[config.mk]
export PLATFORM = sky130hd
export DESIGN_NAME = form_field_url_decoder_core
export DESIGN_NICKNAME = d
export VERILOG_FILES = /design/src/design/ffud_pkg.sv /design/src/design/ffud_front.sv /design/src/design/ffud_queue.sv /design/src/design/ffud_back.sv /design/src/design/form_field_url_decoder_core.sv
export SDC_FILE = /design/constraint.sdc
export NUM_CORES = 1
export LEC_CHECK = 0
export BUFFER_PORTS_ARGS = -buffer_cell sky130_fd_sc_hd__buf_4
export CAP_MARGIN = 20
export CORE_ASPECT_RATIO = 1.1
export CORE_MARGIN = 4
export CORE_UTILIZATION = 29
export DETAILED_ROUTE_END_ITERATION = 12
export PLACE_DENSITY_LB_ADDON = 0.08
export SYNTH_ARGS = -nofsm -noshare
export SYNTH_HDL_FRONTEND = slang
export SYNTH_SLANG_ARGS = --single-unit
[constraint.sdc]
create_clock -name clock -period 17 [get_ports clock]
set_input_delay 5.1 -clock clock [delete_from_list [all_inputs] [get_ports clock]]
set_output_delay 5.1 -clock clock [all_outputs]
set_load 0.05 [all_outputs]
[src/design/ffud_pkg.sv]
// ----------------------------------------------------------------------------
// ffud_pkg
// Shared types, character codes and helper functions of the form field decoder.
// ----------------------------------------------------------------------------
package ffud_pkg;

   // Character codes
   localparam logic [7:0] CH_AMP   = 8'h26;
   localparam logic [7:0] CH_EQ    = 8'h3D;
   localparam logic [7:0] CH_PCT   = 8'h25;
   localparam logic [7:0] CH_PLUS  = 8'h2B;
   localparam logic [7:0] CH_SPACE = 8'h20;
   localparam logic [7:0] CH_NUL   = 8'h00;

   localparam logic [4:0] HEX_NONE = 5'd16;
   localparam logic [8:0] CAP_MAX  = 9'd256;

   // Register indexes (byte address bits 4:3)
   localparam logic [1:0] REG_KEY_LOW  = 2'd0;
   localparam logic [1:0] REG_KEY_HIGH = 2'd1;
   localparam logic [1:0] REG_KEY_LEN  = 2'd2;
   localparam logic [1:0] REG_CAPACITY = 2'd3;

   localparam int CSR_AW = 5;
   localparam int CSR_DW = 64;

   // Command queue depth
   localparam int QDEPTH = 4;
   localparam int QAW    = $clog2(QDEPTH);

   typedef enum logic [1:0] {
      PH_MATCH,
      PH_SKIP,
      PH_VALUE,
      PH_DONE
   } phase_type;

   typedef struct packed {
      logic [7:0] body_byte;
      logic       body_last;
   } req_type;

   typedef struct packed {
      logic       kind;
      logic [7:0] value_byte;
      logic       found;
      logic       last;
   } rsp_type;

   typedef struct packed {
      logic [63:0] key_low;
      logic [63:0] key_high;
      logic [4:0]  key_length;
      logic [8:0]  value_capacity;
   } cfg_type;

   // At most one command per item: up to two value bytes, then an optional status
   typedef struct packed {
      logic [1:0] nval;
      logic [7:0] val0;
      logic [7:0] val1;
      logic       status;
      logic       found;
   } cmd_type;

   function automatic logic [4:0] hex_val(input logic [7:0] c);
      logic [4:0] r;
      r = HEX_NONE;
      if (c >= 8'h30 && c <= 8'h39) r = 5'(c - 8'h30);
      else if (c >= 8'h61 && c <= 8'h66) r = 5'(c - 8'h57);
      else if (c >= 8'h41 && c <= 8'h46) r = 5'(c - 8'h37);
      return r;
   endfunction

   function automatic logic [7:0] decode_pair(input logic [7:0] a, input logic [7:0] b);
      logic [4:0] ha;
      logic [4:0] hb;
      logic [7:0] r;
      ha = hex_val(a);
      hb = hex_val(b);
      if (ha == HEX_NONE) r = 8'h00;
      else if (hb == HEX_NONE) r = {4'h0, ha[3:0]};
      else r = {ha[3:0], hb[3:0]};
      return r;
   endfunction

   function automatic logic [7:0] plain_char(input logic [7:0] c);
      return (c == CH_PLUS) ? CH_SPACE : c;
   endfunction

endpackage

[src/design/ffud_front.sv]
// ----------------------------------------------------------------------------
// ffud_front
// Accepts body bytes, tracks key match and value decoding, issues commands.
// ----------------------------------------------------------------------------
module ffud_front #(
   parameter int KEY_MAX = 16
) (
   input  logic              clock,
   input  logic              reset,
   input  logic              req_valid,
   output logic              req_ready,
   input  ffud_pkg::req_type req_payload,
   input  ffud_pkg::cfg_type cfg,
   input  logic              q_full,
   output logic              q_push,
   output ffud_pkg::cmd_type q_cmd
);
   import ffud_pkg::*;

   localparam int LW = $clog2(KEY_MAX + 1);

   phase_type          phase_ff, phase_in, phase_mid;
   logic [KEY_MAX:0]   live_ff, live_in, live_mid;
   logic [1:0]         esc_ff, esc_in, esc_mid;
   logic [7:0]         held_ff, held_in, held_mid;
   logic [7:0]         cnt_ff, cnt_in, cnt_mid;
   logic               found_ff, found_in, found_mid;

   logic [7:0]         key_chars [KEY_MAX];
   logic [LW-1:0]      klen;
   logic [8:0]         cap_eff;
   logic [KEY_MAX:0]   adv;
   logic               hit;
   logic [7:0]         b;
   logic               active, is_end, fire;
   logic               room_now, room_flush;
   logic               va_valid;
   logic [7:0]         va;
   logic [7:0]         cnt_flush;

   assign b        = req_payload.body_byte;
   assign active   = (b != CH_NUL);
   assign is_end   = !active || req_payload.body_last;
   assign req_ready = !q_full;
   assign fire     = req_valid && !q_full;

   // Effective configuration
   always_comb begin
      for (int l = 0; l < KEY_MAX; l++) begin
         if (l < 8) key_chars[l] = cfg.key_low[8*(l%8) +: 8];
         else if (l < 16) key_chars[l] = cfg.key_high[8*(l%8) +: 8];
         else key_chars[l] = CH_NUL;
      end
      if (6'(cfg.key_length) > 6'(KEY_MAX)) klen = LW'(KEY_MAX);
      else klen = LW'(cfg.key_length);
      if (cfg.value_capacity == 9'd0) cap_eff = 9'd1;
      else if (cfg.value_capacity > CAP_MAX) cap_eff = CAP_MAX;
      else cap_eff = cfg.value_capacity;
   end

   // Advance every live candidate by one key character
   always_comb begin
      adv[0] = 1'b0;
      for (int l = 0; l < KEY_MAX; l++) begin
         adv[l+1] = live_ff[l] && (LW'(l) < klen) && (b == key_chars[l]);
      end
      hit = live_ff[klen] && (b == CH_EQ);
   end

   assign room_now   = ({1'b0, cnt_ff} + 9'd1) < cap_eff;
   assign cnt_flush  = cnt_mid + 8'd1;
   assign room_flush = ({1'b0, cnt_flush} + 9'd1) < cap_eff;

   // Effect of the byte itself
   always_comb begin
      phase_mid = phase_ff;
      live_mid  = live_ff;
      esc_mid   = esc_ff;
      held_mid  = held_ff;
      cnt_mid   = cnt_ff;
      found_mid = found_ff;
      va_valid  = 1'b0;
      va        = CH_NUL;
      if (active) begin
         unique case (phase_ff)
            PH_MATCH: begin
               if (hit) begin
                  phase_mid = PH_VALUE;
                  found_mid = 1'b1;
                  live_mid  = (KEY_MAX+1)'(1);
               end else if ((|adv) || (b == CH_AMP)) begin
                  live_mid  = adv | (KEY_MAX+1)'(b == CH_AMP);
               end else begin
                  phase_mid = PH_SKIP;
                  live_mid  = (KEY_MAX+1)'(1);
               end
            end
            PH_SKIP: begin
               if (b == CH_AMP) begin
                  phase_mid = PH_MATCH;
                  live_mid  = (KEY_MAX+1)'(1);
               end
            end
            PH_VALUE: begin
               if (esc_ff == 2'd1) begin
                  held_mid = b;
                  esc_mid  = 2'd2;
               end else if (esc_ff == 2'd2) begin
                  va_valid = 1'b1;
                  va       = decode_pair(held_ff, b);
                  cnt_mid  = cnt_ff + 8'd1;
                  esc_mid  = 2'd0;
                  held_mid = CH_NUL;
               end else if (!room_now || b == CH_AMP) begin
                  phase_mid = PH_DONE;
               end else if (b == CH_PCT) begin
                  esc_mid  = 2'd1;
                  held_mid = CH_NUL;
               end else begin
                  va_valid = 1'b1;
                  va       = plain_char(b);
                  cnt_mid  = cnt_ff + 8'd1;
               end
            end
            PH_DONE: begin
            end
         endcase
      end
   end

   // Command: byte result, pending-escape flush at body end, status
   always_comb begin
      q_cmd = '0;
      if (va_valid) begin
         q_cmd.nval = 2'd1;
         q_cmd.val0 = va;
      end
      if (is_end && phase_mid == PH_VALUE && esc_mid != 2'd0) begin
         q_cmd.nval = 2'd1;
         q_cmd.val0 = CH_PCT;
         if (esc_mid == 2'd2 && room_flush && held_mid != CH_AMP) begin
            q_cmd.nval = 2'd2;
            q_cmd.val1 = plain_char(held_mid);
         end
      end
      q_cmd.status = is_end;
      q_cmd.found  = found_mid;
      q_push       = fire && (q_cmd.nval != 2'd0 || is_end);
   end

   // Next state: body end restarts the lookup
   always_comb begin
      if (is_end) begin
         phase_in = PH_MATCH;
         live_in  = (KEY_MAX+1)'(1);
         esc_in   = 2'd0;
         held_in  = CH_NUL;
         cnt_in   = 8'd0;
         found_in = 1'b0;
      end else begin
         phase_in = phase_mid;
         live_in  = live_mid;
         esc_in   = esc_mid;
         held_in  = held_mid;
         cnt_in   = cnt_mid;
         found_in = found_mid;
      end
   end

   always_ff @(posedge clock) begin
      if (reset) begin
         phase_ff <= PH_MATCH;
         live_ff  <= (KEY_MAX+1)'(1);
         esc_ff   <= 2'd0;
         held_ff  <= CH_NUL;
         cnt_ff   <= 8'd0;
         found_ff <= 1'b0;
      end else if (fire) begin
         phase_ff <= phase_in;
         live_ff  <= live_in;
         esc_ff   <= esc_in;
         held_ff  <= held_in;
         cnt_ff   <= cnt_in;
         found_ff <= found_in;
      end
   end

endmodule

[src/design/ffud_queue.sv]
// ----------------------------------------------------------------------------
// ffud_queue
// Small command FIFO between the front and back parts.
// ----------------------------------------------------------------------------
module ffud_queue (
   input  logic              clock,
   input  logic              reset,
   input  logic              push,
   input  ffud_pkg::cmd_type push_cmd,
   input  logic              pop,
   output ffud_pkg::cmd_type head,
   output logic              empty,
   output logic              full
);
   import ffud_pkg::*;

   cmd_type          mem_ff [QDEPTH];
   logic [QAW-1:0]   wr_ff, wr_in;
   logic [QAW-1:0]   rd_ff, rd_in;
   logic [QAW:0]     count_ff, count_in;
   logic             do_push, do_pop;

   assign empty   = (count_ff == '0);
   assign full    = (count_ff == (QAW+1)'(QDEPTH));
   assign do_push = push && !full;
   assign do_pop  = pop && !empty;
   assign head    = mem_ff[rd_ff];

   always_comb begin
      wr_in    = do_push ? wr_ff + QAW'(1) : wr_ff;
      rd_in    = do_pop ? rd_ff + QAW'(1) : rd_ff;
      count_in = count_ff;
      if (do_push && !do_pop) count_in = count_ff + (QAW+1)'(1);
      else if (do_pop && !do_push) count_in = count_ff - (QAW+1)'(1);
   end

   always_ff @(posedge clock) begin
      if (reset) begin
         wr_ff    <= '0;
         rd_ff    <= '0;
         count_ff <= '0;
      end else begin
         wr_ff    <= wr_in;
         rd_ff    <= rd_in;
         count_ff <= count_in;
      end
   end

   always_ff @(posedge clock) begin
      if (do_push) mem_ff[wr_ff] <= push_cmd;
   end

endmodule

[src/design/ffud_back.sv]
// ----------------------------------------------------------------------------
// ffud_back
// Expands queued commands into result transfers, one per cycle while the receiver is ready.
// ----------------------------------------------------------------------------
module ffud_back (
   input  logic              clock,
   input  logic              reset,
   input  ffud_pkg::cmd_type head,
   input  logic              empty,
   output logic              pop,
   output logic              rsp_valid,
   input  logic              rsp_ready,
   output ffud_pkg::rsp_type rsp_payload
);
   import ffud_pkg::*;

   logic [1:0] pos_ff, pos_in;
   logic       valid_ff, valid_in;
   rsp_type    rsp_ff, rsp_in;
   logic [1:0] total;
   logic       advance, load;

   assign total   = head.nval + 2'(head.status);
   assign advance = !valid_ff || rsp_ready;
   assign load    = advance && !empty;

   always_comb begin
      rsp_in   = rsp_ff;
      pos_in   = pos_ff;
      valid_in = valid_ff;
      pop      = 1'b0;
      if (advance) valid_in = !empty;
      if (load) begin
         if (pos_ff < head.nval) begin
            rsp_in.kind       = 1'b0;
            rsp_in.value_byte = (pos_ff == 2'd0) ? head.val0 : head.val1;
            rsp_in.found      = 1'b0;
            rsp_in.last       = 1'b0;
         end else begin
            rsp_in.kind       = 1'b1;
            rsp_in.value_byte = CH_NUL;
            rsp_in.found      = head.found;
            rsp_in.last       = 1'b1;
         end
         if (pos_ff == total - 2'd1) begin
            pop    = 1'b1;
            pos_in = 2'd0;
         end else begin
            pos_in = pos_ff + 2'd1;
         end
      end
   end

   always_ff @(posedge clock) begin
      if (reset) begin
         valid_ff <= 1'b0;
         pos_ff   <= 2'd0;
      end else begin
         valid_ff <= valid_in;
         pos_ff   <= pos_in;
      end
   end

   always_ff @(posedge clock) begin
      rsp_ff <= rsp_in;
   end

   assign rsp_valid   = valid_ff;
   assign rsp_payload = rsp_ff;

endmodule

[src/design/form_field_url_decoder_core.sv]
// ----------------------------------------------------------------------------
// form_field_url_decoder_core
// Finds the configured key in a form-encoded body and streams its
// percent-decoded value, then a status result per body.
// ----------------------------------------------------------------------------
//
//  channel  direction  handshake            payload
//  req      in         req_valid/req_ready  req_type: body_byte, body_last
//  rsp      out        rsp_valid/rsp_ready  rsp_type: kind, value_byte, found, last
//  csr      in/out     APB psel/penable     64-bit registers at 8*index
//
//  One body byte is taken per cycle while the four-entry command queue has
//  room; matching and decoding finish in the cycle the byte is accepted.
//  Results leave one per cycle from the output register while rsp_ready is
//  high; a byte that ends the body during a pending escape yields up to three
//  results, and the queue buffers commands so the input stalls only when full.
//  Reset clears the lookup state and loads the register defaults
//  (key length 8, capacity 48); there is no clearing pass.
//
module form_field_url_decoder_core #(
   parameter int KEY_MAX = 16
) (
   input  logic                          clock,
   input  logic                          reset,
   input  logic                          req_valid,
   output logic                          req_ready,
   input  ffud_pkg::req_type             req_payload,
   output logic                          rsp_valid,
   input  logic                          rsp_ready,
   output ffud_pkg::rsp_type             rsp_payload,
   input  logic                          psel,
   input  logic                          penable,
   input  logic                          pwrite,
   input  logic [ffud_pkg::CSR_AW-1:0]   paddr,
   input  logic [ffud_pkg::CSR_DW-1:0]   pwdata,
   output logic [ffud_pkg::CSR_DW-1:0]   prdata,
   output logic                          pready
);
   import ffud_pkg::*;

   logic [63:0] key_low_ff, key_low_in;
   logic [63:0] key_high_ff, key_high_in;
   logic [4:0]  key_len_ff, key_len_in;
   logic [8:0]  cap_ff, cap_in;

   logic        csr_wr;
   logic [1:0]  csr_idx;
   cfg_type     cfg;

   logic        q_push, q_pop, q_empty, q_full;
   cmd_type     q_cmd, q_head;

   // Register file: write on the access cycle of a transfer
   assign pready  = 1'b1;
   assign csr_wr  = psel && penable && pwrite;
   assign csr_idx = paddr[4:3];

   always_comb begin
      key_low_in  = key_low_ff;
      key_high_in = key_high_ff;
      key_len_in  = key_len_ff;
      cap_in      = cap_ff;
      if (csr_wr) begin
         unique case (csr_idx)
            REG_KEY_LOW:  key_low_in  = pwdata;
            REG_KEY_HIGH: key_high_in = pwdata;
            REG_KEY_LEN:  key_len_in  = pwdata[4:0];
            REG_CAPACITY: cap_in      = pwdata[8:0];
            default:      ;
         endcase
      end
   end

   always_comb begin
      unique case (csr_idx)
         REG_KEY_LOW:  prdata = key_low_ff;
         REG_KEY_HIGH: prdata = key_high_ff;
         REG_KEY_LEN:  prdata = {59'd0, key_len_ff};
         REG_CAPACITY: prdata = {55'd0, cap_ff};
         default:      prdata = '0;
      endcase
   end

   always_ff @(posedge clock) begin
      if (reset) begin
         key_low_ff  <= 64'd0;
         key_high_ff <= 64'd0;
         key_len_ff  <= 5'd8;
         cap_ff      <= 9'd48;
      end else begin
         key_low_ff  <= key_low_in;
         key_high_ff <= key_high_in;
         key_len_ff  <= key_len_in;
         cap_ff      <= cap_in;
      end
   end

   always_comb begin
      cfg.key_low        = key_low_ff;
      cfg.key_high       = key_high_ff;
      cfg.key_length     = key_len_ff;
      cfg.value_capacity = cap_ff;
   end

   // Front: classify each byte and issue at most one command per accepted transfer
   ffud_front #(
      .KEY_MAX (KEY_MAX)
   ) u_front (
      .clock       (clock),
      .reset       (reset),
      .req_valid   (req_valid),
      .req_ready   (req_ready),
      .req_payload (req_payload),
      .cfg         (cfg),
      .q_full      (q_full),
      .q_push      (q_push),
      .q_cmd       (q_cmd)
   );

   // Queue: decouple byte intake from result delivery
   ffud_queue u_queue (
      .clock    (clock),
      .reset    (reset),
      .push     (q_push),
      .push_cmd (q_cmd),
      .pop      (q_pop),
      .head     (q_head),
      .empty    (q_empty),
      .full     (q_full)
   );

   // Back: expand commands into result transfers
   ffud_back u_back (
      .clock       (clock),
      .reset       (reset),
      .head        (q_head),
      .empty       (q_empty),
      .pop         (q_pop),
      .rsp_valid   (rsp_valid),
      .rsp_ready   (rsp_ready),
      .rsp_payload (rsp_payload)
   );

endmodule

==> results of run 1 <==
stage by stage:
stage          power (µW)  utilization  setup slack, ps
6_report             1875       0.3477             4885
5_1_grt              1963       0.3477             4758
4_1_cts              1912       0.3473             4845
3_5_place_dp         1137       0.3251             4611
3_3_place_gp         1137       0.3251             4584
2_1_floorplan        1018            -             4892
cell type report:
cell class	count	area, µm²	share of cell area
diodes	1	2.502	0.0001373
clock buffers	54	1050	0.05761
clock inverters	9	115.1	0.006317
inverters	33	123.9	0.006798
multi-input cells	1271	8205	0.4503
flip-flops and latches	282	6548	0.3593
well taps	675	844.6	0.04635
repair buffers	177	1334	0.07319
cell families after synthesis:
| kind of cell | share of synthesized area |
|---|---|
| AOI/OAI and AO/OA | 0.1264 |
| xor gates and xnor gates | 0.08973 |
| adders and majority gates | 0.03152 |
| buffers and inverters | 0.03894 |
| DFF | 0.4272 |
| muxes | 0.09675 |
| other | 0.0002447 |
| and+or+nand+nor | 0.1893 |
cell usage after synthesis, types with 3 or more instances:
cell type | count | share of area
nand2_1 | 319 | 0.078
dfxtp_1 | 192 | 0.25
a21oi_1 | 167 | 0.055
nor2_1 | 154 | 0.038
xnor2_1 | 141 | 0.081
edfxtp_1 | 90 | 0.18
clkbuf_1 | 87 | 0.021
mux2i_1 | 84 | 0.055
a22oi_1 | 38 | 0.019
ha_1 | 37 | 0.030
nand3_1 | 33 | 0.011
inv_1 | 31 | 0.0076
mux4_2 | 27 | 0.040
o21ai_0 | 27 | 0.0088
nor3_1 | 26 | 0.0085
buf_1 | 24 | 0.0059
nand4_1 | 21 | 0.0086
nor4_1 | 18 | 0.0073
xor2_1 | 16 | 0.0091
and2_1 | 14 | 0.0057
nor2b_1 | 14 | 0.0057
and3_1 | 8 | 0.0033
a211oi_1 | 7 | 0.0034
a21o_1 | 6 | 0.0029
a31oi_1 | 6 | 0.0024
buf_2 | 6 | 0.0020
nand2b_1 | 6 | 0.0024
nor3b_1 | 6 | 0.0029
o21bai_1 | 6 | 0.0029
or3_1 | 6 | 0.0024
or2_2 | 5 | 0.0020
or4_1 | 5 | 0.0024
a211o_1 | 4 | 0.0023
a32oi_1 | 4 | 0.0023
nor4b_1 | 4 | 0.0023
o211ai_1 | 4 | 0.0020
o22ai_1 | 4 | 0.0016
a21boi_0 | 3 | 0.0015
a221oi_1 | 3 | 0.0017
and4_1 | 3 | 0.0017
mux2_2 | 3 | 0.0022
state kept, by name, summed over array words and instances (netlist names), named ones only:
| register | flops |
|---|---|
| u_front.held_ff | 8 |
| u_back.rsp_valid | 1 |
| u_front.esc_ff | 2 |
| u_front.live_ff | 17 |
| u_front.cnt_ff | 8 |
| u_queue.wr_ff | 2 |
| u_queue.count_ff | 3 |
| cap_ff | 9 |
| key_high_ff | 64 |
| u_front.found_ff | 1 |
| key_low_ff | 64 |
| u_queue.rd_ff | 2 |
| u_queue.mem_ff | 80 |
| u_back.pos_ff | 2 |
| u_back.rsp_payload | 10 |
| key_len_ff | 5 |
| u_front.phase_ff | 2 |
per-layer routing:
metal | up-vias | routed length [µm] | part of all wire | GRT usage
li1 | 6139 | - | - | -
met3 | 66 | 1992 | 0.039 | 0.02935
met4 | 0 | 1282 | 0.025 | 0.04652
met1 | 6179 | 22610 | 0.44 | 0.2275
met5 | - | 0 | 0 | 0
met2 | 294 | 25530 | 0.50 | 0.3089
path summary, 6_finish.rpt:
| check | endpoint | slack [ps] |
|---|---|---|
| max reg2reg | u_queue.mem_ff[1][5] | 8740 |
| min reg2reg | u_back.rsp_valid | 470 |
| max | prdata[50] | 4890 |
| min | u_back.rsp_valid | 470 |
critical path, stage by stage:
cell	delay (ps)
buf_4	460
buf_4	750
mux2i_1	340
nor2_1	80
buf_4	230
power breakdown:
group | internal (µW) | switching (µW) | total [µW]
logic | 133 | 226 | 359
registers | 736 | 17.5 | 754
clock network | 458 | 304 | 762
total | 1330 | 547 | 1880
==> flow_summary.yaml, run 1 <==
clock_tree:
  clk_latency_ps: 550
  numCtsBuffers: 35
  hold_buffers: 0
  path_clk_slew_ps: 60
  cts_setup_buffers: 0
  cts_tree: "built"
  cts_root_buf: "clkbuf_16"
  clkSinkCount: 282
  clock_path_buffers: 3
  cts_max_level: 2
  cts_resized: 0
worst_setup_path:
  critPathLaunch: "paddr[3]"
  rr_startpoint: "u_front.cnt_ff[0]"
  crit_type: "in2out"
  endpoint_kind: "primary output"
  cp-start-kind: "primary input"
  crit_required_ps: 11900
  worstRegToRegCells: 24
  arrival_ps: 7010
  crit_fanout: 44
grt:
  grtUsageTotal: 0.1774
  grt_pass1_vias: 12590
  grt_start_max_net_pins: 89
  grt_overflow: 0
  grt_first_pass_wirelength_um: 78200
  antenna_found_initial: 1
sta:
  worst_hold_slack_ps: 466.7
  finalWorstPathRequiredPeriod_ps: 12110
  finalSetupViolCount: 0
  worst_slew_pin_slew_ps: 1024
  maxSlewHeadroom: 0.3176
  max_freq_mhz: 82.54
  period_share: 0.7126
  slew_violations: 0
  clock_skew_ps: 17.27
  grt_setup_unrepaired: "no"
  hold_viol_final: 0
  setup_tns_ps: 0
cells_and_area:
  drive_gt1_frac: 0.1533
  n_fill_cell: 5487
  final_cells: 2502
  layout_commonest_cell: "nand2_1"
  area_growth_pct: 18.91
  fin_nets: 1923
  final_cell_mix: "nand2_1, dfxtp_1, buf_4, a21oi_1, nor2_1"
  final_area_um2: 18220
synthesis:
  synth_edf_count: 90
  synth_cells: 1706
  synth_area_um2: 15320
  yosysWarnings: 0
  ys_ff_latch: 282
  ys_seq_area_frac: 0.4272
  synth_nets: 1829
  async_reset_ff_frac: 0
  synthDistinctLibCells: 79
  syn_avg_cell_area_um2: 8.983
  synth-main-ff-cell: "dfxtp_1"
route:
  ant_nets: 0
  vias_per_cell: 5.067
  vias: 12680
  dr.first_iter.drc_count: 800
  drc: 0
  wirelength_um: 51410
  first_pass_iters: 7
  wl_per_cell_um: 20.55
floorplan:
  die_y_um: 249.1
  rows: 88
  die_area_um2: 56590
  num_io_pins: 163
  start_util: 0.2924
  core_um2: 52410
  die_w_um: 227.2
place:
  dp_cells: 2436
  place.gp.congestion: 0.7772
  port_buffers: 158
  dp_hpwl_um: 34140
  postPlaceCellArea_um2: 17040
flow_run:
  drv_cap: 0
min_path:
  min_path_cells: 2
  hp-class: "reg2reg"
  min_from: "u_back.rsp_valid"
outcome:
  status: "finished, final reports clean"
power:
  peakVddDrop_uv: 50.74
  powerDensity_nw_per_um2: 102.9
  p_leak_uw: 0.006362
Power figures use the tool's default switching activity.
==> inputs of run 2 (changes only) <==
clock period = 9.7 ns   (was 17 ns; I/O delays follow)
==> flow_summary.yaml, run 2 (synthesis gave the netlist of run 1 again) <==
power:
  p_sw_uw: 957.8
  swShare: 0.2883
  p_comb_frac: 0.190
  p_int_uw: 2364
  p_clk_frac: 0.412
  peakVddDrop_uv: 111.4
  powerDensity_nw_per_um2: 181.3
  p_seq_frac: 0.398
  p_leak_uw: 0.006410
floorplan:
  core_um2: 52410
  die_y_um: 249.1
  start_util: 0.2924
  num_io_pins: 163
  rows: 88
  die_area_um2: 56590
  die_w_um: 227.2
place:
  port_buffers: 158
  place.gp.congestion: 0.7973
  dp_hpwl_um: 34790
  dp_cells: 2445
clock_tree:
  clkSinkCount: 282
  clk_latency_ps: 540
  clock_path_buffers: 3
  path_clk_slew_ps: 60
  cts_setup_buffers: 0
  hold_buffers: 0
  cts_root_buf: "clkbuf_16"
  cts_tree: "built"
  cts_max_level: 2
  numCtsBuffers: 36
  cts_resized: 0
grt:
  antenna_found_initial: 1
  grt_start_max_net_pins: 105
  grt_overflow: 0
  grt_first_pass_wirelength_um: 78120
  grtUsageTotal: 0.1775
  grt_pass1_vias: 12530
worst_setup_path:
  rrSetupSlack_ps: 2490
  cp-start-kind: "primary input"
  arrival_ps: 8670
  r2r_end: "u_queue.mem_ff[1][4]"
  endpoint_kind: "register"
  crit_fanout: 25
  crit_required_ps: 9980
  rr_startpoint: "u_front.cnt_ff[0]"
  crit_type: "in2reg"
  worstRegToRegCells: 25
sta:
  worst_slew_pin_slew_ps: 1084
  finalWorstPathRequiredPeriod_ps: 8398
  max_freq_mhz: 119.1
  period_share: 0.8657
  maxSlewHeadroom: 0.2748
  grt_setup_unrepaired: "no"
  finalSetupViolCount: 0
  hold_viol_final: 0
  slew_violations: 0
  clock_skew_ps: 18.10
  setup_tns_ps: 0
route:
  wl_per_cell_um: 20.51
  vias: 12510
  first_pass_iters: 5
  vias_per_cell: 4.988
  wirelength_um: 51470
  drc: 0
  dr.first_iter.drc_count: 795
  ant_nets: 0
flow_run:
  drv_cap: 0
cells_and_area:
  area_growth_pct: 19.54
  final_cells: 2509
  layout_commonest_cell: "nand2_1"
  final_util: 0.3495
  drive_gt1_frac: 0.1582
  regMostFlops: "u_queue.mem_ff"
  largest_reg_flops: 80
  largestRegisters: "u_queue.mem_ff: 80 flops, key_high_ff: 64 flops, key_low_ff: 64 flops"
  final_cell_mix: "nand2_1, dfxtp_1, buf_4, a21oi_1, nor2_1"
  fin_nets: 1931
  n_fill_cell: 5371
min_path:
  min_from: "u_back.rsp_valid"
  hp-class: "reg2reg"
  min_path_cells: 2
  min_to: "u_back.rsp_valid"
outcome:
  status: "finished, final reports clean"
[run 2: power by group through the flow]
stage	registers, µW	logic [µW]	clock network (µW)
floorplan	1430	359	0
global placement	1350	647	0
detailed placement	1350	648	0
CTS	1320	650	1420
global route	1330	694	1460
finish	1320	632	1370
[run 2: stage by stage]
stage,area (µm²),power [µW],hold slack [ps],worst slack (ps)
floorplan,15320,1785,452.3,1200
global placement,17110,1994,457.5,810.2
detailed placement,17110,1995,468.4,704.7
CTS,18320,3389,476.6,1241
global route,18320,3484,496.4,819.7
finish,18320,3322,471.1,1302
[run 2: cell type report]
class,instances,area (µm²),share of cell area
well taps,675,844.6,0.04610
diodes,1,2.502,0.0001366
flip-flops and latches,282,6548,0.3574
repair buffers,184,1385,0.07561
clock inverters,12,150.1,0.008196
inverters,33,123.9,0.006762
multi-input cells,1271,8205,0.4479
clock buffers,51,1060,0.05785
[run 2: worst max path at each step]
stage	startpoint	to	slack, ps	depth (start not counted)
after floorplan	req_payload[1]	u_queue.mem_ff[0][2]	1200	24
after global placement	req_payload[2]	u_queue.mem_ff[0][2]	810	23
after detailed placement	req_payload[2]	u_queue.mem_ff[1][3]	700	23
after CTS	req_payload[2]	u_queue.mem_ff[0][3]	1240	23
after global routing	req_payload[2]	u_queue.mem_ff[0][3]	820	23
final	req_payload[2]	u_queue.mem_ff[1][4]	1300	23
[run 2: critical path, stage by stage]
cell and delay, ps:
buf_4 250, inv_1 210, ha_1 160, nor4b_1 630
a21o_1 390, nor2_1 120, a21o_1 230, nand2_1 140
xnor2_1 160, ha_1 270, nand2_1 70, mux2_2 320
a2111oi_4 400, and3_1 270, nand3_1 120, xnor2_1 160
ha_1 310, a21o_1 180, a21o_1 170, a221oi_1 290
buf_4 190, nand4_4 200, nor3_1 480
[run 2: metal layers]
layer | GRT usage | up-vias | wire length (µm)
met4 | 0.05136 | 0 | 1425
met1 | 0.2329 | 5970 | 22540
met5 | 0 | - | 0
met3 | 0.03088 | 74 | 2302
met2 | 0.2996 | 288 | 25200
li1 | - | 6182 | -
==> inputs of run 3 (changes only) <==
CORE_UTILIZATION = 50   (was 29)
==> flow_summary.yaml, run 3 (synthesis gave the netlist of run 1 again) <==
outcome:
  status: "finished, final reports clean"
grt:
  grt_first_pass_wirelength_um: 68090
  grt_start_max_net_pins: 108
  grt_overflow: 0
  grtUsageTotal: 0.2504
  grt_pass1_vias: 12420
  antenna_found_initial: 0
place:
  dp_cells: 2175
  port_buffers: 158
  dp_hpwl_um: 28810
  place.gp.congestion: 0.9075
  pre_cts_slack_ps: 727.4
route:
  wirelength_um: 42890
  dr.first_iter.drc_count: 996
  first_pass_iters: 5
  vias: 12630
  wl_per_cell_um: 19.22
  ant_nets: 0
  drc: 0
  vias_per_cell: 5.663
min_path:
  min_from: "u_back.rsp_valid"
  hp-class: "reg2reg"
clock_tree:
  clock_path_buffers: 3
  numCtsBuffers: 29
  cts_root_buf: "clkbuf_16"
  clk_latency_ps: 570
  cts_setup_buffers: 0
  cts_tree: "built"
  hold_buffers: 0
  clkSinkCount: 282
  path_clk_slew_ps: 60
  cts_resized: 0
  cts_max_level: 1
cells_and_area:
  layout_commonest_cell: "nand2_1"
  antenna_cells: 0
  final_cell_mix: "nand2_1, dfxtp_1, buf_4, a21oi_1, nor2_1"
  largest_reg_flops: 80
  regMostFlops: "u_queue.mem_ff"
  largestRegisters: "u_queue.mem_ff: 80 flops, key_high_ff: 64 flops, key_low_ff: 64 flops"
  n_fill_cell: 2726
  final_cells: 2231
  fin_nets: 1923
  area_growth_pct: 15.44
  drive_gt1_frac: 0.1503
sta:
  max_freq_mhz: 118.4
  maxSlewHeadroom: 0.2860
  clock_skew_ps: 18.46
  slew_violations: 0
  finalWorstPathRequiredPeriod_ps: 8447
  finalSetupViolCount: 0
  period_share: 0.8708
  worst_hold_slack_ps: 476.8
  grt_setup_unrepaired: "no"
  worst_slew_pin_slew_ps: 1071
  setup_tns_ps: 0
  hold_viol_final: 0
  finalWorstSetupSlack_ps: 1253
worst_setup_path:
  critPathLaunch: "req_payload[5]"
  cp-start-kind: "primary input"
  crit_required_ps: 10010
  endpoint_kind: "register"
  arrival_ps: 8760
  crit_type: "in2reg"
  crit_fanout: 24
  rr_startpoint: "u_front.cnt_ff[0]"
floorplan:
  die_y_um: 191.6
  start_util: 0.5126
  core_um2: 29890
  die_area_um2: 33520
  rows: 66
  num_io_pins: 163
  die_w_um: 174.9
power:
  powerDensity_nw_per_um2: 171.7
  peakVddDrop_uv: 119.6
  power_uw: 3038
  p_leak_uw: 0.006261
flow_run:
  drv_cap: 0
==> run 3: cell types whose count changed in the layout (fill, tap and decap cells not counted), moves of 3 or more <==
cell,before,now
clkinvlp_2,0,4
buf_4,183,180
clkinvlp_4,3,0
clkbuf_16,38,29
clkbuf_8,6,0
clkinv_1,5,11
==> run 3: worst max-delay path, stage by stage <==
cell      delay (ps)
buf_4            260
nor4b_1          590
nand3_1          370
and4_1           330
a21oi_2          550
xnor2_1          210
ha_1             280
nor3b_1          150
a311oi_1         570
nor2_1           130
xnor2_1          260
nand3_1          160
xnor2_1          160
ha_1             310
a21o_1           180
a21o_1           170
a221oi_1         280
buf_4            180
nand4_4          200
nor3_1           470
==> run 3: layout make-up <==
cell class / count / area [µm²] / area share
Multi-Input combinational cell: 1271 / 8192 / 0.4630
Clock buffer: 34 / 744.5 / 0.04208
Tap cell: 408 / 510.5 / 0.02886
Clock inverter: 20 / 178.9 / 0.01011
Inverter: 33 / 123.9 / 0.007002
Sequential cell: 282 / 6546 / 0.3700
Timing Repair Buffer: 183 / 1395 / 0.07886
==> run 3: path summary, 6_finish.rpt <==
check                         endpoint  cells past startpoint  slack (ps)
setup / recovery  u_queue.mem_ff[0][7]                     20        1250
hold reg to reg       u_back.rsp_valid                      2         480
setup reg to reg  u_queue.mem_ff[0][7]                     24        2350
hold / removal        u_back.rsp_valid                      2         480
==> run 3: layer usage <==
layer	global-route usage	vias to the layer above	share of wire
li1	-	6158	-
met1	0.3270	6010	0.42
met2	0.4403	387	0.50
met3	0.02736	79	0.054
met4	0.07767	0	0.029
met5	0	-	0
==> run 3: power breakdown <==
group / internal [µW] / switching [µW]
logic: 234 / 383
clock network: 627 / 471
registers: 1290 / 32.1
==> run 3: through the flow <==
stage | utilization | instance area (µm²)
after CTS | 0.5907 | 17660
after global routing | 0.5918 | 17690
after floorplan | - | 15320
after global placement | 0.5598 | 16730
final | 0.5918 | 17690
after detailed placement | 0.5598 | 16730
